File: config.mk
export PLATFORM = sky130hd
export DESIGN_NAME = vector_min_max_normalizer
export DESIGN_NICKNAME = d
export VERILOG_FILES = /design/src/sv/vmmn_pkg.sv /design/src/sv/vmmn_ctrl.sv /design/src/sv/vmmn_datapath.sv /design/src/sv/vector_min_max_normalizer.sv
export SDC_FILE = /design/constraint.sdc
export NUM_CORES = 1
export LEC_CHECK = 0
export ABC_AREA = 0
export ABC_CLOCK_PERIOD_IN_PS = 3500
export BUFFER_PORTS_ARGS = -buffer_cell sky130_fd_sc_hd__buf_2
export CAP_MARGIN = 30
export CORE_ASPECT_RATIO = 0.6
export CORE_MARGIN = 2
export CORE_UTILIZATION = 30
export DETAILED_ROUTE_END_ITERATION = 16
export PLACE_DENSITY = 0.54
export SYNTH_ARGS = -nofsm -noshare
export SYNTH_HDL_FRONTEND = slang
export SYNTH_SLANG_ARGS = --single-unit
File: constraint.sdc
create_clock -name clk -period 3.5 [get_ports clk]
set_input_delay 0.7 -clock clk [delete_from_list [all_inputs] [get_ports clk]]
set_output_delay 0.7 -clock clk [all_outputs]
set_load 0.005 [all_outputs]
File: src/sv/vmmn_pkg.sv
// Shared constants and controller/datapath interface types for the normalizer.
`timescale 1ns / 1ps

package vmmn_pkg;

  localparam int MAX_ELEMENTS_DEF = 64;
  localparam int DATA_W           = 16;
  localparam int Q_BITS           = 16;
  localparam int STEP_W           = $clog2(Q_BITS);

  typedef struct packed {
    logic load;      // store the incoming sample, update min/max
    logic idx_clr;   // rewind the read index
    logic idx_inc;   // advance the read index
    logic div_init;  // load divider from the fetched sample
    logic div_step;  // one restoring-division step
    logic out_load;  // capture a result into the output register
    logic vec_clr;   // return min/max/count to reset values
  } cmd_t;

  typedef struct packed {
    logic vec_end;   // the request on the input ends the vector
    logic last_elem; // the element being emitted is the final one
    logic out_free;  // output register can take a new result
  } status_t;

endpackage

File: src/sv/vmmn_ctrl.sv
// Sequencing state machine: load, fetch, divide and emit.
`timescale 1ns / 1ps

module vmmn_ctrl (
  input  logic             clk,
  input  logic             rst,
  input  logic             s_tvalid,
  output logic             s_tready,
  input  vmmn_pkg::status_t status,
  output vmmn_pkg::cmd_t    cmd
);

  typedef enum logic [4:0] {
    S_LOAD  = 5'b00001,
    S_FETCH = 5'b00010,
    S_INIT  = 5'b00100,
    S_DIV   = 5'b01000,
    S_OUT   = 5'b10000
  } state_t;

  localparam logic [vmmn_pkg::STEP_W-1:0] STEP_LAST = vmmn_pkg::STEP_W'(vmmn_pkg::Q_BITS - 1);

  state_t                       state, state_next;
  logic [vmmn_pkg::STEP_W-1:0]  step, step_next;

  always_comb begin
    state_next = state;
    step_next  = '0;
    cmd        = '0;
    s_tready   = 1'b0;
    case (state)
      S_LOAD: begin
        s_tready = 1'b1;
        if (s_tvalid) begin
          cmd.load = 1'b1;
          if (status.vec_end) begin
            cmd.idx_clr = 1'b1;
            state_next  = S_FETCH;
          end
        end
      end
      S_FETCH: begin
        state_next = S_INIT;
      end
      S_INIT: begin
        cmd.div_init = 1'b1;
        state_next   = S_DIV;
      end
      S_DIV: begin
        cmd.div_step = 1'b1;
        step_next    = step + 1'b1;
        if (step == STEP_LAST) begin
          step_next  = '0;
          state_next = S_OUT;
        end
      end
      S_OUT: begin
        if (status.out_free) begin
          cmd.out_load = 1'b1;
          if (status.last_elem) begin
            cmd.vec_clr = 1'b1;
            state_next  = S_LOAD;
          end else begin
            cmd.idx_inc = 1'b1;
            state_next  = S_FETCH;
          end
        end
      end
      default: begin
        state_next = S_LOAD;
      end
    endcase
  end

  always_ff @(posedge clk) begin
    if (rst) begin
      state <= S_LOAD;
      step  <= '0;
    end else begin
      state <= state_next;
      step  <= step_next;
    end
  end

endmodule

File: src/sv/vmmn_datapath.sv
// Sample store, min/max tracking, serial divider and output register.
`timescale 1ns / 1ps

module vmmn_datapath #(
  parameter int MAX_ELEMENTS = vmmn_pkg::MAX_ELEMENTS_DEF
) (
  input  logic                         clk,
  input  logic                         rst,
  input  vmmn_pkg::cmd_t               cmd,
  output vmmn_pkg::status_t            status,
  input  logic [vmmn_pkg::DATA_W-1:0]  s_tdata,
  input  logic                         s_tlast,
  output logic                         m_tvalid,
  input  logic                         m_tready,
  output logic [vmmn_pkg::Q_BITS-1:0]  m_tdata,
  output logic                         m_tuser,
  output logic                         m_tlast
);

  localparam int DW = vmmn_pkg::DATA_W;
  localparam int QW = vmmn_pkg::Q_BITS;
  localparam int AW = (MAX_ELEMENTS > 1) ? $clog2(MAX_ELEMENTS) : 1;
  localparam int CW = $clog2(MAX_ELEMENTS + 1);

  logic signed [DW-1:0] mem [MAX_ELEMENTS];
  logic signed [DW-1:0] rd_data;
  logic signed [DW-1:0] sample;
  logic signed [DW-1:0] running_min;
  logic signed [DW-1:0] running_max;
  logic [CW-1:0]        count;
  logic [CW-1:0]        count_inc;
  logic [AW-1:0]        rd_idx;
  logic [DW-1:0]        range_q;
  logic [DW:0]          range_diff;
  logic [DW:0]          shift_diff;
  logic [DW-1:0]        shifted;

  logic [DW-1:0]        rem;
  logic [QW-1:0]        quo;
  logic [DW-1:0]        feed;
  logic [DW:0]          trial;
  logic [DW:0]          trial_sub;
  logic                 trial_ge;

  assign sample    = signed'(s_tdata);
  assign count_inc = count + 1'b1;

  assign status.vec_end   = s_tlast || (count_inc == CW'(MAX_ELEMENTS));
  assign status.last_elem = ((CW'(rd_idx) + CW'(1)) == count);
  assign status.out_free  = !m_tvalid || m_tready;

  // Range and offset-corrected sample; both are non-negative and fit 16 bits.
  assign range_diff = {running_max[DW-1], running_max} - {running_min[DW-1], running_min};
  assign shift_diff = {rd_data[DW-1], rd_data} - {running_min[DW-1], running_min};
  assign shifted    = shift_diff[DW-1:0];

  // Restoring division of (shifted << 15) by range, one quotient bit per step.
  assign trial     = {rem, feed[DW-1]};
  assign trial_ge  = (trial >= {1'b0, range_q});
  assign trial_sub = trial - {1'b0, range_q};

  always_ff @(posedge clk) begin
    if (cmd.load) begin
      mem[count[AW-1:0]] <= sample;
    end
    rd_data <= mem[rd_idx];
  end

  always_ff @(posedge clk) begin
    if (rst) begin
      count       <= '0;
      running_min <= '0;
      running_max <= {1'b1, {(DW-1){1'b0}}};
      rd_idx      <= '0;
    end else begin
      if (cmd.load) begin
        count <= count_inc;
        if (sample < running_min) begin
          running_min <= sample;
        end
        if (sample > running_max) begin
          running_max <= sample;
        end
      end
      if (cmd.vec_clr) begin
        count       <= '0;
        running_min <= '0;
        running_max <= {1'b1, {(DW-1){1'b0}}};
      end
      if (cmd.idx_clr) begin
        rd_idx <= '0;
      end else if (cmd.idx_inc) begin
        rd_idx <= rd_idx + 1'b1;
      end
    end
  end

  always_ff @(posedge clk) begin
    range_q <= range_diff[DW-1:0];
    if (cmd.div_init) begin
      rem  <= {1'b0, shifted[DW-1:1]};
      feed <= {shifted[0], {(DW-1){1'b0}}};
      quo  <= '0;
    end else if (cmd.div_step) begin
      rem  <= trial_ge ? trial_sub[DW-1:0] : trial[DW-1:0];
      feed <= {feed[DW-2:0], 1'b0};
      quo  <= {quo[QW-2:0], trial_ge};
    end
  end

  always_ff @(posedge clk) begin
    if (rst) begin
      m_tvalid <= 1'b0;
    end else if (cmd.out_load) begin
      m_tvalid <= 1'b1;
    end else if (m_tready) begin
      m_tvalid <= 1'b0;
    end
  end

  always_ff @(posedge clk) begin
    if (cmd.out_load) begin
      m_tdata <= (range_q == '0) ? '0 : quo;
      m_tuser <= (range_q == '0);
      m_tlast <= status.last_elem;
    end
  end

  a_zero_range_result: assert property (@(posedge clk) disable iff (rst)
    (m_tvalid && m_tuser) |-> (m_tdata == '0))
    else $error("div_zero result with nonzero value");

  a_min_not_positive: assert property (@(posedge clk) disable iff (rst)
    running_min[DW-1] || (running_min == '0))
    else $error("clamped minimum went positive");

  a_count_bound: assert property (@(posedge clk) disable iff (rst)
    count <= CW'(MAX_ELEMENTS))
    else $error("element count beyond store depth");

  a_no_overwrite: assert property (@(posedge clk) disable iff (rst)
    cmd.out_load |-> (!m_tvalid || m_tready))
    else $error("result overwrote a pending output");

endmodule

File: src/sv/vector_min_max_normalizer.sv
// After the last input request, each element passes in order through memory fetch, divider
// load, the 16-step serial divider and output capture, which waits until the output is free.
// Loading takes one sample per cycle while in the load state; no element overlaps the next.
// The next vector is accepted the cycle after the final result is captured.
// Reset (rst, synchronous, active high) clears the state machine, count, min/max and
// the output valid; the sample store is not cleared.
`timescale 1ns / 1ps

module vector_min_max_normalizer #(
  parameter int MAX_ELEMENTS = vmmn_pkg::MAX_ELEMENTS_DEF
) (
  input  logic                         clk,
  input  logic                         rst,
  input  logic                         s_tvalid,
  output logic                         s_tready,
  input  logic [vmmn_pkg::DATA_W-1:0]  s_tdata,   // [15:0] sample
  input  logic                         s_tlast,   // last_in
  output logic                         m_tvalid,
  input  logic                         m_tready,
  output logic [vmmn_pkg::Q_BITS-1:0]  m_tdata,   // [15:0] normalized
  output logic                         m_tuser,   // [0] div_zero
  output logic                         m_tlast    // last_out
);

  vmmn_pkg::cmd_t    cmd;
  vmmn_pkg::status_t status;

  vmmn_ctrl u_ctrl (
    .clk      (clk),
    .rst      (rst),
    .s_tvalid (s_tvalid),
    .s_tready (s_tready),
    .status   (status),
    .cmd      (cmd)
  );

  vmmn_datapath #(
    .MAX_ELEMENTS (MAX_ELEMENTS)
  ) u_datapath (
    .clk      (clk),
    .rst      (rst),
    .cmd      (cmd),
    .status   (status),
    .s_tdata  (s_tdata),
    .s_tlast  (s_tlast),
    .m_tvalid (m_tvalid),
    .m_tready (m_tready),
    .m_tdata  (m_tdata),
    .m_tuser  (m_tuser),
    .m_tlast  (m_tlast)
  );

endmodule
### Word-level counts from Yosys, hierarchy flattened

Memory sizes are Yosys's and may differ from the RTL's. A register that Yosys moved wholly into a read port is not among the register bits.
Index checks and enable logic that the tools add are counted.

* bits in registers: 122
* memory bits (writable): 1024
* output and inout bits: 20
* logic and storage cells: 78
* memories kept: 1

Memory list
* u_datapath.mem: words 64, bits a word 16, read ports 1, clocked after memory_dff 1, wr ports 1, line vmmn_datapath.sv:25 `logic signed [DW-1:0] mem [MAX_ELEMENTS];`

* add/subtract/negate cells: 7
* order comparisons: 3
* equal/unequal tests: 12
* mux-type cells: 27
* bitwise operators: 1
* reduce and logical (&&, ||, !) cells: 12

Operators with widths (number)
* 16-bit 2-to-1 mux: 3
* 16-bit subtractor: 3
* 15-bit 2-to-1 mux: 2
* 5-bit case mux with 5 select lines: 1
* 5-bit 2-to-1 mux: 4
* 17-bit by 16-bit >= comparator with 1-bit output: 1
* 16-bit greater-than comparator: 1
* 16-bit logical NOT: 1
* 16-bit less-than comparator: 1
* 1-bit 2-to-1 mux: 12
* 2-bit 2-to-1 mux: 5
* 6-bit by 1-bit adder with 7-bit output, second input constant: 1
* 7-bit by 1-bit adder with 7-bit output, second input constant: 1
* 7-bit == test: 1
* 7-bit == test, second input constant: 1
* 6-bit by 1-bit adder with 6-bit output, second input constant: 1
* 2-bit != test, second input constant: 3
* 5-bit by 1-bit == test with 1-bit output, second input constant: 1
* 5-bit by 2-bit == test with 1-bit output, second input constant: 1
* 5-bit by 3-bit == test with 1-bit output, second input constant: 1
* 5-bit by 4-bit == test with 1-bit output, second input constant: 1
* 5-bit == test, second input constant: 1
* 4-bit by 1-bit adder with 4-bit output, second input constant: 1
* 4-bit == test, second input constant: 1
* 9 further kinds: 13

### Depth between registers and ports, before layout

* depth after elaboration: 8
* depth in mapped cells: 12
* gate-level depth less buffers: 12

### Modules after synthesis

Synthesis repeated with hierarchy kept, for this count alone.

* cell total of the unflattened synthesis: 2395
* area total of the unflattened synthesis: 47102.7 µm²

Modules (own cells, without submodules)
* vmmn_datapath: times used 1, cells an instance 2341, area an instance 46614.7 µm², sequential area each 33672.3 µm²
* vmmn_ctrl: times used 1, cells an instance 54, area an instance 488.0 µm², sequential area each 180.2 µm²

### Least setup slack after synthesis

No wires, ideal clock.

* path type: flip-flop to flip-flop
* start point: register u_ctrl.state[3]
* end point: memory u_datapath.mem[63][0] in the netlist's numbering, enable pin
* setup time: 0.389 ns
* data arrival time: 2.297 ns
* required time: 3.111 ns
* setup slack: 0.815 ns
* stages on the path, launching flop included: 8
* buffers on the path: 1
* clock period less this slack: 2.685 ns
* path through: dfxtp_1 -> nor2_1 -> nand3_1 -> inv_1 -> and2_1 -> clkbuf_1 -> nand4_1 -> nor2_1

* longest elaborated chain between the ends: 4

RTL lines
* start, declared: line vmmn_ctrl.sv:23 `state_t state, state_next;`
* start signal, assigned: line vmmn_ctrl.sv:80 `state <= state_next;`
* 5-bit by 1-bit == test with 1-bit output: line vmmn_ctrl.sv:31 `case (state)`
* 2-bit 2-to-1 mux: line vmmn_ctrl.sv:31
* 1-bit 2-to-1 mux: line vmmn_datapath.sv:63 `if (cmd.load) begin`
* 1-bit 2-to-1 mux (implied by the code): line vmmn_datapath.sv:64 `mem[count[AW-1:0]] <= sample;`
* end, declared: line vmmn_datapath.sv:25

No other way between the ends.

### Worst setup path in the final report

* start point: register u_datapath.running_min[1]
* end point: register u_datapath.range_q[15]

* longest elaborated chain between the ends: 1

RTL lines
* start, declared: line vmmn_datapath.sv:28 `logic signed [DW-1:0] running_min;`
* start signal, assigned: line vmmn_datapath.sv:79 `running_min <= sample;`
* 16-bit subtractor: line vmmn_datapath.sv:53 `assign range_diff = {running_max[DW-1], running_max} - {running_min[DW-1], running_min};`
* net u_datapath.range_diff[15]: line vmmn_datapath.sv:34 `logic [DW:0] range_diff;`
* end signal, assigned: line vmmn_datapath.sv:99 `range_q <= range_diff[DW-1:0];`
* end, declared: line vmmn_datapath.sv:33 `logic [DW-1:0] range_q;`

The timed path passes the listed nets, and every way through them passes these cells.
A chain may end at the register's enable or synchronous reset.

==> key figures <==
Outcome
  – Status: finished, final reports clean

Worst setup path
  – Critical path arrival: 3890 ps
  – Startpoint types: flip-flop
  – Flop-to-flop setup slack: 230 ps
  – Worst-path maximum fanout: 4
  – Element type at the critical path end: flip-flop
  – Worst path required time: 4120 ps
  – Reg2reg start: u_datapath.running_min[1]$_SDFFE_PP0P_
  – CP Class: reg -> reg
  – R2R Path End: u_datapath.range_q[15]$_DFF_P_
  – CP startpoint: u_datapath.running_min[1]$_SDFFE_PP0P_
  – Reg2reg path depth: 10
  – Setup crit end: u_datapath.range_q[15]$_DFF_P_

Floorplan
  – Starting Density: 0.302
  – Io pins: 41
  – Core Region: 156000 sq um
  – Die Ht: 311 um
  – Die Width: 515 um
  – Site row count: 112
  – Die area: 160000 sq um

Synth
  – Number of synthesized flops with an enable pin: 1058
  – Synthesized Nets: 2523
  – Synth Area in Compound Gates: 0.0289
  – Synth Cell Area: 47100 sq um
  – Mux contribution to synthesized area: 0.166
  – Synth Warn #: 0
  – Flops & latches, synth: 1162
  – Adder-Cell Fraction of Synth Area: 0.0228
  – Share of the synthesized area in the top cell type: 0.675
  – Sequential element share of the synthesized area: 0.719
  – Cells after synthesis: 2418
  – Cell taking the most area after synthesis: edfxtp_1
  – Main synth FF type: edfxtp_1
  – Synth cell types: 60
  – Simple-gate portion of the synthesized area: 0.0357
  – Largest family of logic cells by synthesized area: multiplexers
  – Post-synthesis xor/xnor area fraction: 0.0108
  – Syn Area/Cell: 19.5 sq um
  – Share of flip-flops with an asynchronous set or reset: 0
  – Area contributors post-synth: edfxtp_1, mux4_2, dfxtp_1

GRT
  – Grt ovf: 0
  – Vias in the first global route: 24400
  – Pin count of the biggest net entering global routing: 68
  – Initial antenna violation count: 17
  – Total GRT Usage: 0.159
  – First-pass GRT wire length: 182000 um

Timing
  – Tcrit/Tclk final: 0.933
  – RSZ-0062 raised after global routing: false
  – Fmax: 0.306 GHz
  – Worst Tran Pin Value: 898 ps
  – Final Hold Fails: 0
  – Pins Over Slew Limit: 0
  – Fin crit period: 3270 ps
  – Final clock skew: 43.1 ps
  – Final setup fails: 0
  – Slew headroom: 0.401

Min path
  – Hold path startpoint: m_tready
  – Min-delay worst type: in -> reg

Finish
  – Storage element area: 33900 sq um
  – Synth-to-layout area growth: 15.4%
  – Commonest non-fill, non-tap cell in the layout: edfxtp_1
  – # fillers: 14400
  – Multi-input gate area: 12600 sq um
  – Fin nets: 2699
  – Fin cells: 4788
  – Share of cells above drive strength 1: 0.274
  – Most frequent cells in the layout: edfxtp_1, mux4_2, buf_4

Routing
  – Drt wl/cell: 26.8 um
  – Drt total wl: 129000 um
  – DR iter-0 viols: 2995
  – DR pass1 iterations: 5
  – DR vias/cell: 5.12
  – DRC viols: 0
  – Post-route ant nets: 0
  – Vias: 24500

Clock tree
  – CTS Root Cell: clkbuf_16
  – CTS Sinks: 1162
  – H-tree levels: 3
  – Clock tree buffer depth: 3
  – Clock Latency Late Sink: 740 ps
  – TritonCTS clock tree: yes
  – Cts bufs inserted: 102
  – Clock Pin Slew Worst Setup and Hold Paths: 70 ps

Power
  – Peak supply drop: 0.377 mV
  – Leakage: 16.8 nW
  – Pwr per Cell Area: 551 nW/um^2
  – Final Power: 30.0 mW

Placement
  – Gpl congestion: 0.882
  – Post-DP HPWL: 81200 um
  – Dpl cells: 4599
  – IO buf count: 40

Flow run
  – Max-Cap Viols: 0
## synthesized netlist by cell type, drive strengths merged (3+ instances only)
master / count
inv: 68
o21bai: 4
nand4: 18
edfxtp: 1058
and3: 11
o211ai: 9
or3: 7
a22o: 17
o21ai: 54
a21o: 21
mux2i: 24
buf: 54
a31oi: 5
mux4: 336
a21boi: 4
nor4: 5
nor2: 126
nor3: 17
nand2b: 10
o31ai: 3
xor2: 24
and2: 22
nand2: 77
nor2b: 8
xnor2: 34
nand3: 37
clkbuf: 58
nand3b: 6
ha: 81
o21a: 11
dfxtp: 104
a211oi: 5
fa: 3
nor3b: 3
or2: 3
a21oi: 67
## flip-flops by register name (all words and copies together) (netlist names), 6 cells and up
register	count
u_datapath.count	7
u_datapath.m_tdata	16
u_datapath.mem	1024
u_datapath.quo	16
u_datapath.range_q	16
u_datapath.rd_data	16
u_datapath.rd_idx	6
u_datapath.rem	16
u_datapath.running_max	16
u_datapath.running_min	16
## power breakdown
group / total (mW) / switching, mW / internal [mW]
sequential: 15.6 / 0.194 / 15.4
clock: 11.5 / 5.20 / 6.28
combinational: 2.87 / 1.81 / 1.06
## layer usage
layer	part of all wire	vias to the layer above	track usage
met5	0.00068	-	0
met4	0.016	12	0.0330
li1	-	10200	-
met2	0.40	1036	0.211
met1	0.47	13200	0.242
met3	0.11	139	0.0614
## worst min-delay path by stage
stage | end | slack, ps | cells after the start
after global routing | u_ctrl.state[3]$_SDFFE_PP0P_ | 320 | 2
after global placement | u_ctrl.step[0]$_SDFF_PP0_ | 420 | 1
final | u_datapath.m_tvalid$_SDFFE_PP0P_ | 320 | 3
after detailed placement | u_ctrl.step[0]$_SDFF_PP0_ | 440 | 1
after CTS | u_datapath.m_tvalid$_SDFFE_PP0P_ | 260 | 3
after floorplan | u_ctrl.step[0]$_SDFF_PP0_ | 410 | 1
## kinds of logic (layout without fill, tap and decap cells)
family | after synthesis | after routing
AO/OA/AOI/OAI | 216 | 216
XOR/XNOR | 58 | 58
adder cells (fa/ha/maj) | 84 | 84
buffers and inverters | 180 | 436
flip-flops | 1162 | 1162
multiplexers | 362 | 362
other | 0 | 5
AND/OR/NAND/NOR | 356 | 356
## critical path: stages, from the launching register on
cell	delay (ps)
dfxtp_1	390
inv_1	140
ha_1	300
nor2b_1	140
o31ai_1	440
a21oi_1	160
and4_1	260
o31ai_1	690
o2111ai_1	270
a21oi_1	220
xnor2_1	150
## area by class of cell
| class | instances | area share |
|---|---|---|
| repair buffers | 184 | 0.0293 |
| inverters | 68 | 0.00470 |
| well taps | 2109 | 0.0486 |
| clock buffers | 136 | 0.0510 |
| flip-flops and latches | 1162 | 0.624 |
| clock inverters | 48 | 0.0109 |
| diodes | 5 | 0.000230 |
| multi-input cells | 1076 | 0.232 |
## timing repair
item	in CTS	in global routing
resized for setup	0	1
hold buffers	0	0
buffers inserted	0	0
endpoints found under the setup margin	0	1
## through the flow
| step | instance area (sq um) | util | hold slack [ps] | worst slack, ps | setup TNS, ps |
|---|---|---|---|---|---|
| 2_1_floorplan | 47100 | - | 409 | 815 | 0 |
| 3_3_place_gp | 50900 | 0.327 | 416 | -9.54 | -9.54 |
| 3_5_place_dp | 50900 | 0.327 | 436 | -123 | -290 |
| 4_1_cts | 54300 | 0.349 | 264 | 265 | 0 |
| 5_1_grt | 54300 | 0.349 | 319 | 90.1 | 0 |
| 6_report | 54300 | 0.349 | 318 | 234 | 0 |
Note: power is estimated with default switching activity, not from simulation.
